===== src/hdl/smpc_pkg.sv =====
`timescale 1ns / 1ps
// Shared types, widths and constants for the square marker pose check.
// Used by every module of the block; depends on nothing else.
package smpc_pkg;

  localparam int CoordBits = 10;
  localparam int EdgeW     = CoordBits + 1;      // signed vertex difference
  localparam int SqW       = 2 * CoordBits;      // square of one difference
  localparam int LenW      = 2 * CoordBits + 1;  // squared side length
  localparam int DotW      = 2 * CoordBits + 2;  // signed corner dot product
  localparam int ShoeW     = 2 * CoordBits + 3;  // signed doubled area
  localparam int AreaW     = 21;
  localparam int TolW      = 17;
  localparam int RatW      = 16;
  localparam int DistW     = 15;
  localparam int RotW      = 17;
  localparam int SqBits    = CoordBits + 5;      // root bits of the distance
  localparam int RadW      = 2 * SqBits;         // radicand and remainder
  localparam int XW        = CoordBits + 20;     // CORDIC vector components
  localparam int ZW        = 26;                 // CORDIC angle, Q.16 degrees
  localparam int AtanW     = 22;
  localparam int FrontStages = 8;

  localparam logic [AreaW-1:0] MinAreaRst = 21'd20000;
  localparam logic [AreaW-1:0] MaxAreaRst = 21'd25000;
  localparam logic [TolW-1:0]  CosTolRst  = 17'd1311;
  localparam logic [RatW-1:0]  RatTolRst  = 16'd1311;
  localparam logic [CoordBits-1:0] CamXRst = 10'd320;
  localparam logic [CoordBits-1:0] CamYRst = 10'd240;
  localparam logic [AreaW-1:0] AreaSat    = 21'h1FFFFF;
  localparam logic [TolW-1:0]  RatioOne   = 17'd65536;
  localparam logic signed [ZW-1:0] QuarterTurn = 26'sd5898240;  // 90 deg, Q.16
  localparam logic signed [ZW-1:0] RoundHalf   = 26'sd128;
  localparam logic signed [ZW-1:0] RotLimit    = 26'sd46080;

  typedef logic [CoordBits-1:0] coord_t;

  typedef enum logic [1:0] {
    VERDICT_SQUARE = 2'd0,
    VERDICT_SHAPE  = 2'd1,
    VERDICT_CORNER = 2'd2,
    VERDICT_RATIO  = 2'd3
  } verdict_e;

  typedef enum logic [2:0] {
    REG_MIN_AREA  = 3'd0,
    REG_MAX_AREA  = 3'd1,
    REG_COS_TOL   = 3'd2,
    REG_RATIO_TOL = 3'd3,
    REG_CAM_X     = 3'd4,
    REG_CAM_Y     = 3'd5
  } cfg_reg_e;

  typedef struct packed {
    logic [AreaW-1:0] min_area;
    logic [AreaW-1:0] max_area;
    logic [TolW-1:0]  cos_tol;
    logic [TolW-1:0]  ratio_hi;   // one plus the ratio tolerance, Q.16
    logic [TolW-1:0]  ratio_lo;   // one minus the ratio tolerance, Q.16
    coord_t           cam_x;
    coord_t           cam_y;
  } smpc_cfg_t;

  typedef struct packed {
    coord_t                  cx;
    coord_t                  cy;
    coord_t                  ax0;
    coord_t                  ay0;
    coord_t                  ax1;
    coord_t                  ay1;
    logic signed [EdgeW-1:0] dx;
    logic signed [EdgeW-1:0] dy;
  } smpc_pose_t;

  typedef struct packed {
    verdict_e             verdict;
    logic [AreaW-1:0]     area;
    coord_t               cx;
    coord_t               cy;
    coord_t               ax0;
    coord_t               ay0;
    coord_t               ax1;
    coord_t               ay1;
    logic                 zero_dir;
    logic signed [XW-1:0] x;
    logic signed [XW-1:0] y;
    logic signed [ZW-1:0] z;
    logic [RadW-1:0]      rem;
    logic [SqBits-1:0]    root;
  } smpc_iter_t;

  // atan(2^-i) in degrees, Q.16.
  function automatic logic [AtanW-1:0] atan_q16(input int unsigned idx);
    logic [AtanW-1:0] v;
    case (idx)
      0:  v = 22'd2949120;
      1:  v = 22'd1740967;
      2:  v = 22'd919879;
      3:  v = 22'd466945;
      4:  v = 22'd234379;
      5:  v = 22'd117304;
      6:  v = 22'd58666;
      7:  v = 22'd29335;
      8:  v = 22'd14668;
      9:  v = 22'd7334;
      10: v = 22'd3667;
      11: v = 22'd1833;
      12: v = 22'd917;
      13: v = 22'd458;
      14: v = 22'd229;
      15: v = 22'd115;
      16: v = 22'd57;
      17: v = 22'd29;
      18: v = 22'd14;
      19: v = 22'd7;
      20: v = 22'd4;
      21: v = 22'd2;
      22: v = 22'd1;
      default: v = 22'd0;
    endcase
    return v;
  endfunction

endpackage


===== src/hdl/smpc_iter_stage.sv =====
`timescale 1ns / 1ps
// One register stage of the angle and distance back end: a CORDIC
// vectoring step, one bit of the integer square root, or both. Uses smpc_pkg.
module smpc_iter_stage #(
  parameter int STEP         = 0,
  parameter int CORDIC_STEPS = 16
) (
  input  logic                 clk_i,
  input  logic                 rst_ni,
  input  logic                 valid_i,
  output logic                 ready_o,
  input  smpc_pkg::smpc_iter_t data_i,
  output logic                 valid_o,
  input  logic                 ready_i,
  output smpc_pkg::smpc_iter_t data_o
);
  import smpc_pkg::*;

  localparam bit DoRot  = (STEP < CORDIC_STEPS);
  localparam bit DoSqrt = (STEP < SqBits);
  localparam int RootBit = DoSqrt ? (SqBits - 1 - STEP) : 0;
  localparam logic [AtanW-1:0] AtanStep = atan_q16(STEP);

  logic                 v_q;
  logic                 en;
  smpc_iter_t           d_q, nxt;
  logic signed [XW-1:0] xs, ys;
  logic [RadW:0]        trial;

  assign en      = !v_q || ready_i;
  assign ready_o = en;
  assign valid_o = v_q;
  assign data_o  = d_q;

  always_comb begin
    nxt   = data_i;
    xs    = data_i.x >>> STEP;
    ys    = data_i.y >>> STEP;
    trial = ((RadW+1)'(data_i.root) << (RootBit + 1)) + ((RadW+1)'(1) << (2 * RootBit));
    if (DoRot) begin
      if (!data_i.y[XW-1]) begin
        nxt.x = data_i.x + ys;
        nxt.y = data_i.y - xs;
        nxt.z = data_i.z + $signed(ZW'(AtanStep));
      end else begin
        nxt.x = data_i.x - ys;
        nxt.y = data_i.y + xs;
        nxt.z = data_i.z - $signed(ZW'(AtanStep));
      end
    end
    // Restoring square root: the remainder tracks radicand minus root squared.
    if (DoSqrt) begin
      if ({1'b0, data_i.rem} >= trial) begin
        nxt.rem  = data_i.rem - trial[RadW-1:0];
        nxt.root = data_i.root | (SqBits'(1) << RootBit);
      end
    end
  end

  always_ff @(posedge clk_i or negedge rst_ni) begin
    if (!rst_ni) begin
      v_q <= 1'b0;
    end else if (en) begin
      v_q <= valid_i;
    end
  end

  always_ff @(posedge clk_i) begin
    if (en) begin
      d_q <= nxt;
    end
  end

endmodule


===== config.mk =====
export PLATFORM = sky130hd
export DESIGN_NAME = smpc_iter_stage
export DESIGN_NICKNAME = d
export VERILOG_FILES = /design/src/hdl/smpc_pkg.sv /design/src/hdl/smpc_iter_stage.sv
export SDC_FILE = /design/constraint.sdc
export NUM_CORES = 1
export LEC_CHECK = 0
export BUFFER_PORTS_ARGS = -buffer_cell sky130_fd_sc_hd__buf_2
export CAP_MARGIN = 10
export CORE_MARGIN = 1
export CORE_UTILIZATION = 46
export DETAILED_ROUTE_END_ITERATION = 7
export GPL_TIMING_DRIVEN = 1
export PLACE_DENSITY_LB_ADDON = 0.05
export SYNTH_ARGS = -nofsm -noshare
export SYNTH_HDL_FRONTEND = slang
export SYNTH_SLANG_ARGS = --single-unit

===== constraint.sdc =====
create_clock -name clk_i -period 8.7 [get_ports clk_i]
set_clock_uncertainty 0.2 [all_clocks]
set_input_delay 1.74 -clock clk_i [delete_from_list [all_inputs] [get_ports clk_i]]
set_output_delay 1.74 -clock clk_i [all_outputs]
set_load 0.005 [all_outputs]

# Word-level counts from Yosys, hierarchy flattened

Index checks and enable logic that the tools add are counted.

Output and inout port bits: 217
Register bits: 216
Word-level logic and storage cells: 28
Bits of input ports: 219

Order comparisons: 1
Add/subtract/negate cells: 7
Reductions and logical operators: 2
Mux-type cells: 2

Operators by type and width:

| cell                                                | number |
|---|---|
| subtractor 30 bit                                   | 3 |
| two-way mux 86 bit                                  | 1 |
| two-way mux 45 bit                                  | 1 |
| adder 30 x 29 -> 31 bit, second input constant      | 1 |
| greater-or-equal comparator 30 x 31 -> 1 bit        | 1 |
| adder 30 bit                                        | 1 |
| adder 26 x 23 -> 26 bit, second input constant      | 1 |
| subtractor 26 x 23 -> 26 bit, second input constant | 1 |
| zero test 1 bit                                     | 1 |
| logical OR 1 bit                                    | 1 |

# Logic depth before layout (Yosys ltp)

Gate-level depths: netlist of run 1.

Depth in word-level cells: 3
Mapped depth: 14
Mapped depth without buffers: 13

# Least setup slack after synthesis of run 1

Ideal clock, no wire load.

Path type: input-to-output
Start: in ready_i
End: out ready_o
Slack: -0.163 ns
Data arrival time: 6.923 ns
Stages: 1
Data required time: 6.760 ns
Path buffers: 0
Path through: nand2b_1

Cells in the longest elaborated chain, start to end: 1

RTL lines:

| item             | line                  | text |
|---|---|---|
| start, declared  | smpc_iter_stage.sv:14 | `input logic ready_i,` |
| logical OR 1 bit | smpc_iter_stage.sv:30 | `assign en = !v_q \|\| ready_i;` |
| end, declared    | smpc_iter_stage.sv:11 | `output logic ready_o,` |

Every way passes these cells.

==> results.py, run 1 <==
metrics = {
    "floorplan": {
        "initial_core_util": 0.471,
        "die_h_um": 169,
        "pin_count": 436,
        "die_width_um": 169,
        "core-area_um2": 27100,
        "dieArea_um2": 28400,
        "rows": 60,
    },
    "setup_path": {
        "crit_path_max_fanout": 3,
        "path_cells": "buf_2 -> inv_1 -> ha_1 -> fa_1 -> nor2b_1 -> o21ai_0 -> a21oi_1 -> or3_1 -> a211oi_1 -> o41ai_1 -> a21oi_1 -> mux2_2 -> xnor2_1",
        "cpMostUsedCell": "a21oi_1",
        "path_class": "in -> reg",
        "worstPathRequired_ns": 8.76,
        "max_stage_delay_ns": 0.84,
        "start_kind": "input pin",
        "arrival_ns": 4.85,
        "cp_slowest_cell": "o41ai_1",
        "crit_path_end_kind": "flop",
        "critical_path_buf_inv_count": 2,
        "path_delay_family": "compound AO/OA/AOI/OAI gates",
    },
    "routing": {
        "vias_per_cell": 5.38,
        "drcViolationCount": 0,
        "antenna_left": 0,
        "wl_per_cell_um": 21.2,
        "drtIter0Drc": 1032,
        "num_vias": 10700,
        "routed_wl_um": 42200,
        "first_pass_iters": 5,
    },
    "placed_design": {
        "gp_congestion": 0.915,
        "dp_hpwl_um": 34000,
        "dp.cells": 1938,
        "pre_cts_ws_ns": 3.42,
        "port_buffers": 435,
    },
    "power": {
        "seqPwrFrac": 0.424,
        "power_switching_uw": 896,
        "peakVddDrop_mv": 0.153,
        "clkPwrFrac": 0.345,
        "p_leak_uw": 0.00732,
        "p_sw_frac": 0.287,
        "intPower_uw": 2230,
        "p_per_area_nw_per_um2": 193,
        "p_total_uw": 3130,
        "pwr-share-comb": 0.232,
    },
    "timing": {
        "clock.fmax_mhz": 209,
        "relSlewSlack": 0.387,
        "setup_viol": 0,
        "slew_viol_final": 0,
        "fin_crit_sh": 0.550,
        "rsz0062_at_grt": "false",
        "final.setup.worst_slack_ns": 3.92,
        "hold_viol_final": 0,
        "fin_crit_ns": 4.78,
        "setup_tns_ns": 0,
        "max_slew.worst_pin.slew_ns": 0.919,
        "hold_slack_ns": 0.710,
    },
    "logic_synthesis": {
        "netlist_top_cells_area": "edfxtp_1, ha_1, a21oi_1, xnor2_1, inv_1",
        "synth_top_family_by_area": "compound AO/OA/AOI/OAI gates",
        "yosys_warnings": 0,
        "synth_most_common_cell": "edfxtp_1",
        "synth_mux_area_frac": 0.0155,
        "synthArstFlopShare": 0.00465,
        "synthXorXnorAreaFrac": 0.0514,
        "synth_edf_count": 214,
        "yosys.area.top_type": "edfxtp_1",
        "synth_compound_area_frac": 0.165,
        "synth-main-ff-cell": "edfxtp_1",
        "synthTopCellsByCount": "edfxtp_1, a21oi_1, ha_1, inv_1, nor2_1",
        "syn_inst": 1164,
        "synth-simple-area-share": 0.0877,
        "synth_adder_area_share": 0.125,
        "synth_seq_area_share": 0.505,
        "syn_avg_cell_area_um2": 11.0,
        "ys_ff_latch": 215,
        "syn_area_um2": 12800,
        "ys_types": 75,
        "synth_nets": 1508,
        "yosysTopAreaCellShare": 0.503,
    },
    "outcome": {
        "status": "finished, final reports clean",
    },
    "grt": {
        "grt_max_degree": 75,
        "antenna_found_initial": 10,
        "grt_pass1_wl_um": 60900,
        "grt_pass1_vias": 10100,
        "grt_util_all_layers": 0.286,
        "gr-total-overflow": 0,
    },
    "cts": {
        "cts_resized": 0,
        "clock_latency_ns": 0.53,
        "htree_levels": 1,
        "cts_setup_buffers": 0,
        "clockBufferDepth": 3,
        "numCtsBuffers": 25,
        "clock-sinks": 215,
        "cts_tree": "yes",
        "cts-root-buf": "clkbuf_16",
        "clkSlewWorstSetupHoldPaths_ns": 0.06,
        "ctsHoldBuffers": 0,
    },
    "run": {
        "maxCapViolCount": 0,
    },
    "finish": {
        "fillers": 2382,
        "drive_gt1_frac": 0.317,
        "area_growth_syn_to_layout_pct": 26.5,
        "final_cells": 1989,
        "nNetsFinal": 1937,
    },
    "hold_path": {
        "min_path_type": "reg -> reg",
    },
}
-- worst reg2reg max path, delay by kind of cell, from the launching register on --
kind,cells,cell delay (ns)
buffers and inverters,2,1.44
DFF,1,0.40
and+or+nand+nor,1,0.43
-- state kept, by name, summed over array words and instances, names as in the netlist --
| name | cells |
|---|---|
| valid_o | 1 |
| data_o | 214 |
-- metrics by stage --
step / util / instance area (µm²)
after floorplan: - / 12800
after global placement: 0.564 / 15300
after detailed placement: 0.564 / 15300
after CTS: 0.596 / 16100
after global routing: 0.596 / 16200
final: 0.596 / 16200
-- final timing paths --
check                                  end  depth (start not counted)       start  slack, ns
worst max-delay path            data_o[93]                         13  data_i[71]       3.92
worst min-delay path               valid_o                          2     valid_o       0.71
worst max register to register  data_o[10]                          3     valid_o       5.83
worst min register to register     valid_o                          2     valid_o       0.71
max in group asynchronous          valid_o                          1      rst_ni       7.45
min in group asynchronous          valid_o                          1      rst_ni       0.77
-- cells by family after synthesis --
logic type / Yosys count
and+or+nand+nor: 236
xor gates and xnor gates: 75
muxes: 19
buffers and inverters: 161
DFF: 215
adders and majority gates: 125
AOI/OAI and AO/OA: 333
-- metal layers --
metal  GRT usage  routed length [µm]  up-vias
li1            -                   -     5076
met1       0.363               17100     5104
met2       0.483               20200      444
met3      0.0524                3260       68
met4       0.111                1510        6
met5      0.0191                 102        -
-- cell type report --
cell class                      count  area (µm²)  share of cell area
Tap cell                          372         465              0.0288
Inverter                          121         454              0.0281
Clock buffer                       30         674              0.0417
Sequential cell                   215        6450               0.399
Multi-Input combinational cell    788        5700               0.352
Clock inverter                     15         175              0.0108
Antenna cell                        6        15.0            0.000929
Timing Repair Buffer              442        2230               0.138
-- power groups by stage --
stage / registers [µW] / clock network, µW / logic, µW
after global placement: 1340 / 0 / 717
final: 1320 / 1080 / 725
after detailed placement: 1350 / 0 / 718
after CTS: 1330 / 1100 / 723
after floorplan: 1370 / 0 / 376
after global routing: 1340 / 1130 / 787
-- cells in the final DEF, fill, tap and decap left out, types with 27 or more instances in the layout --
cell type	n
buf_2	435
edfxtp_1	214
a21oi_1	134
ha_1	120
inv_1	119
nor2_1	95
xnor2_1	64
o21ai_0	62
nand2_1	47
o21bai_1	27
Power figures use the tool's default switching activity.
==> run 2, diff against run 1 <==
==> constraint.sdc (replaced) <==
create_clock -name clk_i -period 4.35 [get_ports clk_i]
set_clock_uncertainty 0.2 [all_clocks]
set_input_delay 0.87 -clock clk_i [delete_from_list [all_inputs] [get_ports clk_i]]
set_output_delay 0.87 -clock clk_i [all_outputs]
set_load 0.005 [all_outputs]
==> run 2 against run 1 <==
- clock-buffer cell count did not move
- power rose by 97%
- sequential power rose by 100%
- worst setup slack got worse by 3.3 ns
- sequential share of layout area fell by 0.18 points
- via count rose by 1.1%
- combinational power rose by 100%
- final cell count rose by 0.65%
- sequential cell count did not move
- critical path depth did not move
- cell area rose by 0.46%
- non-clock buffer count rose by 20
- largest cell class unchanged
- largest power group unchanged
==> results.py, run 2 (synthesis gave the netlist of run 1 again) <==
metrics = {
    "outcome": {
        "status": "finished, final reports clean",
    },
    "setup_path": {
        "max_stage_delay_ns": 0.49,
        "crit_path_end_kind": "flop",
        "path_class": "in -> reg",
        "path_delay_family": "compound AO/OA/AOI/OAI gates",
        "cpMostUsedCell": "a21oi_1",
        "worstPathRequired_ns": 4.41,
        "arrival_ns": 3.82,
        "crit_path_max_fanout": 3,
        "path_cells": "buf_2 -> inv_1 -> ha_1 -> fa_1 -> nand3b_1 -> a21oi_1 -> o21ai_1 -> a2111oi_2 -> nor2_1 -> o41ai_2 -> a21oi_1 -> a221oi_2 -> xnor2_1",
        "cp_slowest_cell": "o41ai_2",
        "start_kind": "input pin",
        "critical_path_buf_inv_count": 2,
    },
    "grt": {
        "grt_pass1_vias": 10000,
        "grt_util_all_layers": 0.289,
        "grt_max_degree": 131,
        "gr-total-overflow": 0,
        "antenna_found_initial": 2,
        "grt_pass1_wl_um": 61600,
    },
    "floorplan": {
        "die_h_um": 169,
        "rows": 60,
        "core-area_um2": 27100,
        "initial_core_util": 0.471,
        "die_width_um": 169,
        "dieArea_um2": 28400,
        "pin_count": 436,
    },
    "routing": {
        "vias_per_cell": 5.40,
        "wl_per_cell_um": 21.3,
        "num_vias": 10800,
        "first_pass_iters": 5,
        "antenna_left": 0,
        "drtIter0Drc": 1076,
        "drcViolationCount": 0,
        "routed_wl_um": 42700,
    },
    "cts": {
        "clockBufferDepth": 3,
        "clock-sinks": 215,
        "htree_levels": 1,
        "clock_latency_ns": 0.51,
        "clkSlewWorstSetupHoldPaths_ns": 0.06,
        "cts-root-buf": "clkbuf_16",
        "cts_tree": "yes",
        "numCtsBuffers": 25,
    },
    "power": {
        "p_per_area_nw_per_um2": 379,
        "peakVddDrop_mv": 0.253,
        "p_leak_uw": 0.00738,
    },
    "finish": {
        "largest_reg_flops": 214,
        "final_common_cell": "buf_2",
        "final_cell_mix": "buf_2, edfxtp_1, a21oi_1",
        "drive_gt1_frac": 0.323,
        "diodes": 0,
        "area_growth_syn_to_layout_pct": 27.1,
        "nNetsFinal": 1957,
    },
    "hold_path": {
        "min_path_type": "in -> reg",
    },
    "timing": {
        "max_slew.worst_pin.slew_ns": 1.08,
        "setup_tns_ns": 0,
        "slew_viol_final": 0,
        "setup_viol": 0,
        "rsz0062_at_grt": "false",
        "relSlewSlack": 0.279,
        "fin_crit_sh": 0.866,
        "final.setup.worst_slack_ns": 0.585,
        "hold_viol_final": 0,
        "clock.fmax_mhz": 266,
        "fin_crit_ns": 3.76,
    },
    "placed_design": {
        "pre_cts_ws_ns": 0.149,
        "dp_hpwl_um": 34300,
        "gp_congestion": 0.921,
        "port_buffers": 435,
    },
    "run": {
        "maxCapViolCount": 0,
    },
}
-- run 2: cell types whose count changed in the layout (fill, tap and decap cells not counted), sizes merged --
cell,delta
buf,+19
dlygate4sd3,+1
diode,-6
clkinv,+1
inv,-2
bufinv,-1
clkinvlp,+1
-- run 2: path summary, 6_finish.rpt --
check,end,from,cells after the start,slack [ns]
max in group asynchronous,valid_o,rst_ni,2,3.41
max,data_o[127],data_i[101],13,0.59
min in group asynchronous,valid_o,rst_ni,2,0.46
min reg2reg,valid_o,valid_o,3,0.99
min,data_o[54],data_i[54],1,0.33
max reg2reg,data_o[2],valid_o,2,2.21
-- run 2: layout make-up --
type	instances	area [µm²]
Clock inverter	14	130
Multi-Input combinational cell	788	5700
Sequential cell	215	6450
Fill cell	2385	10900
Tap cell	372	465
Inverter	121	454
Clock buffer	30	644
Timing Repair Buffer	462	2390
-- run 2: through the flow --
| stage | instance area [µm²] | util | hold WS [ns] | instances | power [µW] |
|---|---|---|---|---|---|
| global placement | 15500 | 0.570 | 0.446 | 1957 | 4160 |
| global route | 16200 | 0.599 | 0.305 | 2002 | 6410 |
| CTS | 16200 | 0.599 | 0.305 | 2002 | 6190 |
| floorplan | 12800 | - | 0.374 | 1164 | 3480 |
| finish | 16200 | 0.599 | 0.325 | 2002 | 6160 |
| detailed placement | 15500 | 0.570 | 0.446 | 1957 | 4160 |
-- run 2: layer usage --
| layer | part of all wire | vias up | routed length, µm | GRT usage |
|---|---|---|---|---|
| met5 | 0.00030 | - | 13 | 0 |
| met4 | 0.032 | 2 | 1370 | 0.0893 |
| met3 | 0.072 | 68 | 3080 | 0.0463 |
| met2 | 0.48 | 455 | 20400 | 0.488 |
| met1 | 0.42 | 5197 | 17900 | 0.382 |
| li1 | - | 5096 | - | - |
-- run 2: what timing repair did --
| item | CTS | global route |
|---|---|---|
| endpoints found under the hold margin | 1 | 0 |
| hold buffers | 1 | 0 |
| resized for setup | 0 | 0 |
| setup buffers | 0 | 0 |
-- run 2: worst register-to-register path, cell delays in order, from the launching register on --
cell and delay, ns:
dfrtp_1 0.47, nand2b_4 0.18, buf_4 0.83
-- run 2: power by group --
group	switching, µW	total [µW]	internal (µW)
Sequential	70.1	2660	2590
Clock	848	2020	1180
Combinational	869	1480	607
==> run 3, diff against run 2 <==
--- a/config.mk
+++ b/config.mk
@@ -6,7 +6,6 @@
 export NUM_CORES = 1
 export LEC_CHECK = 0
 export BUFFER_PORTS_ARGS = -buffer_cell sky130_fd_sc_hd__buf_2
-export CAP_MARGIN = 10
 export CORE_MARGIN = 1
 export CORE_UTILIZATION = 46
 export DETAILED_ROUTE_END_ITERATION = 7
==> constraint.sdc (replaced) <==
create_clock -name clk_i -period 4.35 [get_ports clk_i]
set_clock_uncertainty 0.2 [all_clocks]
set_input_delay 0 -clock clk_i [delete_from_list [all_inputs] [get_ports clk_i]]
set_output_delay 0 -clock clk_i [all_outputs]
set_load 0.005 [all_outputs]
==> run 3 against run 2 <==
- register-to-register slack improved by 0.15 ns
- worst hold slack worse by 0.32 ns
- via count up 12%
- final cell count is 12% higher
- power increased by 7.0%
- combinational power increased by 15%
- sequential share of layout area shrank 5.4 points
- cell area grew 16%
- global-route usage up 3.6 points
- fmax fell by 7.9%
- clock-buffer cell count grew 8
- wire length increased by 11%
==> results.py, run 3 (synthesis gave the netlist of run 1 again) <==
metrics = {
    "setup_path": {
        "start_kind": "input pin",
        "critical_path_buf_inv_count": 6,
        "cp-startpoint": "data_i[30]",
        "worstPathRequired_ns": 4.43,
        "path_cells": "dlygate4sd3_1 -> buf_2 -> inv_1 -> ha_1 -> inv_1 -> fa_1 -> a21o_1 -> a21oi_1 -> o21ai_0 -> a31oi_1 -> o21ai_0 -> o41ai_2 -> o21ai_2 -> buf_4 -> mux2_2 -> dlygate4sd3_1",
        "path_delay_family": "compound AO/OA/AOI/OAI gates",
        "critPathCapture": "data_o[43]",
        "r2r_cells": 2,
        "crit_path_end_kind": "flop",
        "crit_path_max_fanout": 13,
        "r2r_start": "valid_o",
        "worstSetupPathDepth": 16,
        "cp_slowest_cell": "dlygate4sd3_1",
        "ff2ff_setup_slack_ns": 2.36,
        "arrival_ns": 4.16,
        "r2r-end": "data_o[9]",
        "max_stage_delay_ns": 0.56,
        "path_class": "in -> reg",
    },
    "routing": {
        "wl_per_cell_um": 21.0,
        "first_pass_iters": 5,
        "routed_wl_um": 47300,
        "drcViolationCount": 0,
        "antenna_left": 0,
        "num_vias": 12100,
        "drtIter0Drc": 1140,
        "vias_per_cell": 5.37,
    },
    "finish": {
        "area_growth_syn_to_layout_pct": 47.1,
        "largest_reg_flops": 214,
        "nNetsFinal": 2198,
        "final_common_cell": "buf_2",
        "final_cell_mix": "buf_2, dlygate4sd3_1, edfxtp_1",
        "final_cells": 2249,
        "stdcell_area_um2": 18800,
        "drive_gt1_frac": 0.273,
    },
    "power": {
        "p_sw_frac": 0.281,
        "peakVddDrop_mv": 0.298,
        "intPower_uw": 4740,
        "seqPwrFrac": 0.404,
        "clkPwrFrac": 0.339,
        "pwr-share-comb": 0.257,
        "p_total_uw": 6590,
        "p_per_area_nw_per_um2": 351,
        "power_switching_uw": 1850,
        "p_leak_uw": 0.00843,
    },
    "placed_design": {
        "gp_congestion": 0.930,
        "dp_hpwl_um": 33400,
        "dpl-instance-area_um2": 15300,
        "port_buffers": 435,
        "dp.cells": 1939,
    },
    "hold_path": {
        "min-delay-start": "data_i[200]",
        "min_path_type": "in -> reg",
    },
    "timing": {
        "hold_viol_final": 0,
        "rsz0062_at_grt": "false",
        "relSlewSlack": 0.389,
        "fin_crit_ns": 4.09,
        "slew_viol_final": 0,
        "setup_tns_ns": 0,
        "clock.fmax_mhz": 245,
        "setup_viol": 0,
        "hold_slack_ns": 0.00426,
        "fin_crit_sh": 0.939,
        "max_slew.worst_pin.slew_ns": 0.906,
    },
    "grt": {
        "grt_pass1_wl_um": 69800,
        "gr-total-overflow": 0,
        "antenna_found_initial": 5,
        "grt_max_degree": 104,
        "grt_pass1_vias": 11900,
        "grt_util_all_layers": 0.325,
    },
    "floorplan": {
        "die_width_um": 169,
        "die_h_um": 169,
        "core-area_um2": 27100,
        "initial_core_util": 0.471,
        "dieArea_um2": 28400,
        "pin_count": 436,
        "rows": 60,
    },
    "cts": {
        "clockBufferDepth": 3,
        "htree_levels": 1,
        "numCtsBuffers": 26,
        "cts_tree": "yes",
        "clock-sinks": 215,
        "cts-root-buf": "clkbuf_16",
        "clock_latency_ns": 0.52,
        "cts_setup_buffers": 0,
        "clkSlewWorstSetupHoldPaths_ns": 0.06,
    },
    "run": {
        "maxCapViolCount": 0,
    },
    "outcome": {
        "status": "finished, final reports clean",
    },
}
[run 3: changes by cell type in the layout (fill, tap and decap cells not counted), sizes merged, moves of 2 or more]
cell	before	now
clkinv	10	6
clkinvlp	2	0
clkbuf	30	38
bufinv	2	4
buf	461	443
diode	0	4
dlygate4sd3	1	259
[run 3: power groups by stage]
stage               Clock (µW)  Sequential [µW]  Combinational, µW
floorplan                    0             2740                752
global placement             0             2690               1430
detailed placement           0             2690               1430
CTS                       2260             2650               1660
global route              2350             2680               1820
finish                    2230             2660               1700
[run 3: layer usage]
metal	wire, µm	track usage	vias to the layer above
li1	-	-	5592
met1	19100	0.410	5806
met2	22300	0.540	551
met3	3220	0.0528	119
met4	2630	0.165	2
met5	10	0	-
[run 3: worst min-delay path by stage]
stage,endpoint,slack (ns),depth (start not counted)
after floorplan,valid_o,-0.50,0
final,data_o[200],0.004,2
after global placement,valid_o,-0.42,1
after global routing,data_o[170],0.004,2
after CTS,data_o[181],0.001,2
after detailed placement,valid_o,-0.42,1
[run 3: worst register-to-register path, stage by stage, from the launching register on]
cell and delay [ns]:
dfrtp_1 0.43, nand2b_4 0.32, buf_4 0.66
[run 3: cell type report]
class	count	area [µm²]
clock inverter	9	144
clock buffer	38	727
antenna	4	10.0
tap	372	465
inverter	121	454
timing repair buffer	702	4840
fill	2019	8310
sequential	215	6450
multi-input combinational	788	5700
[run 3: repair_timing]
| item | CTS | global route |
|---|---|---|
| gates resized for setup | 0 | 1 |
| hold endpoints to repair | 199 | 0 |
| endpoints found under the setup margin | 0 | 1 |
| hold buffers | 259 | 0 |
[run 3: per-stage QoR]
step	util	setup slack, ns
2_1_floorplan	-	0.688
3_3_place_gp	0.565	0.896
3_5_place_dp	0.565	0.839
4_1_cts	0.693	0.277
5_1_grt	0.693	0.0749
6_report	0.693	0.264
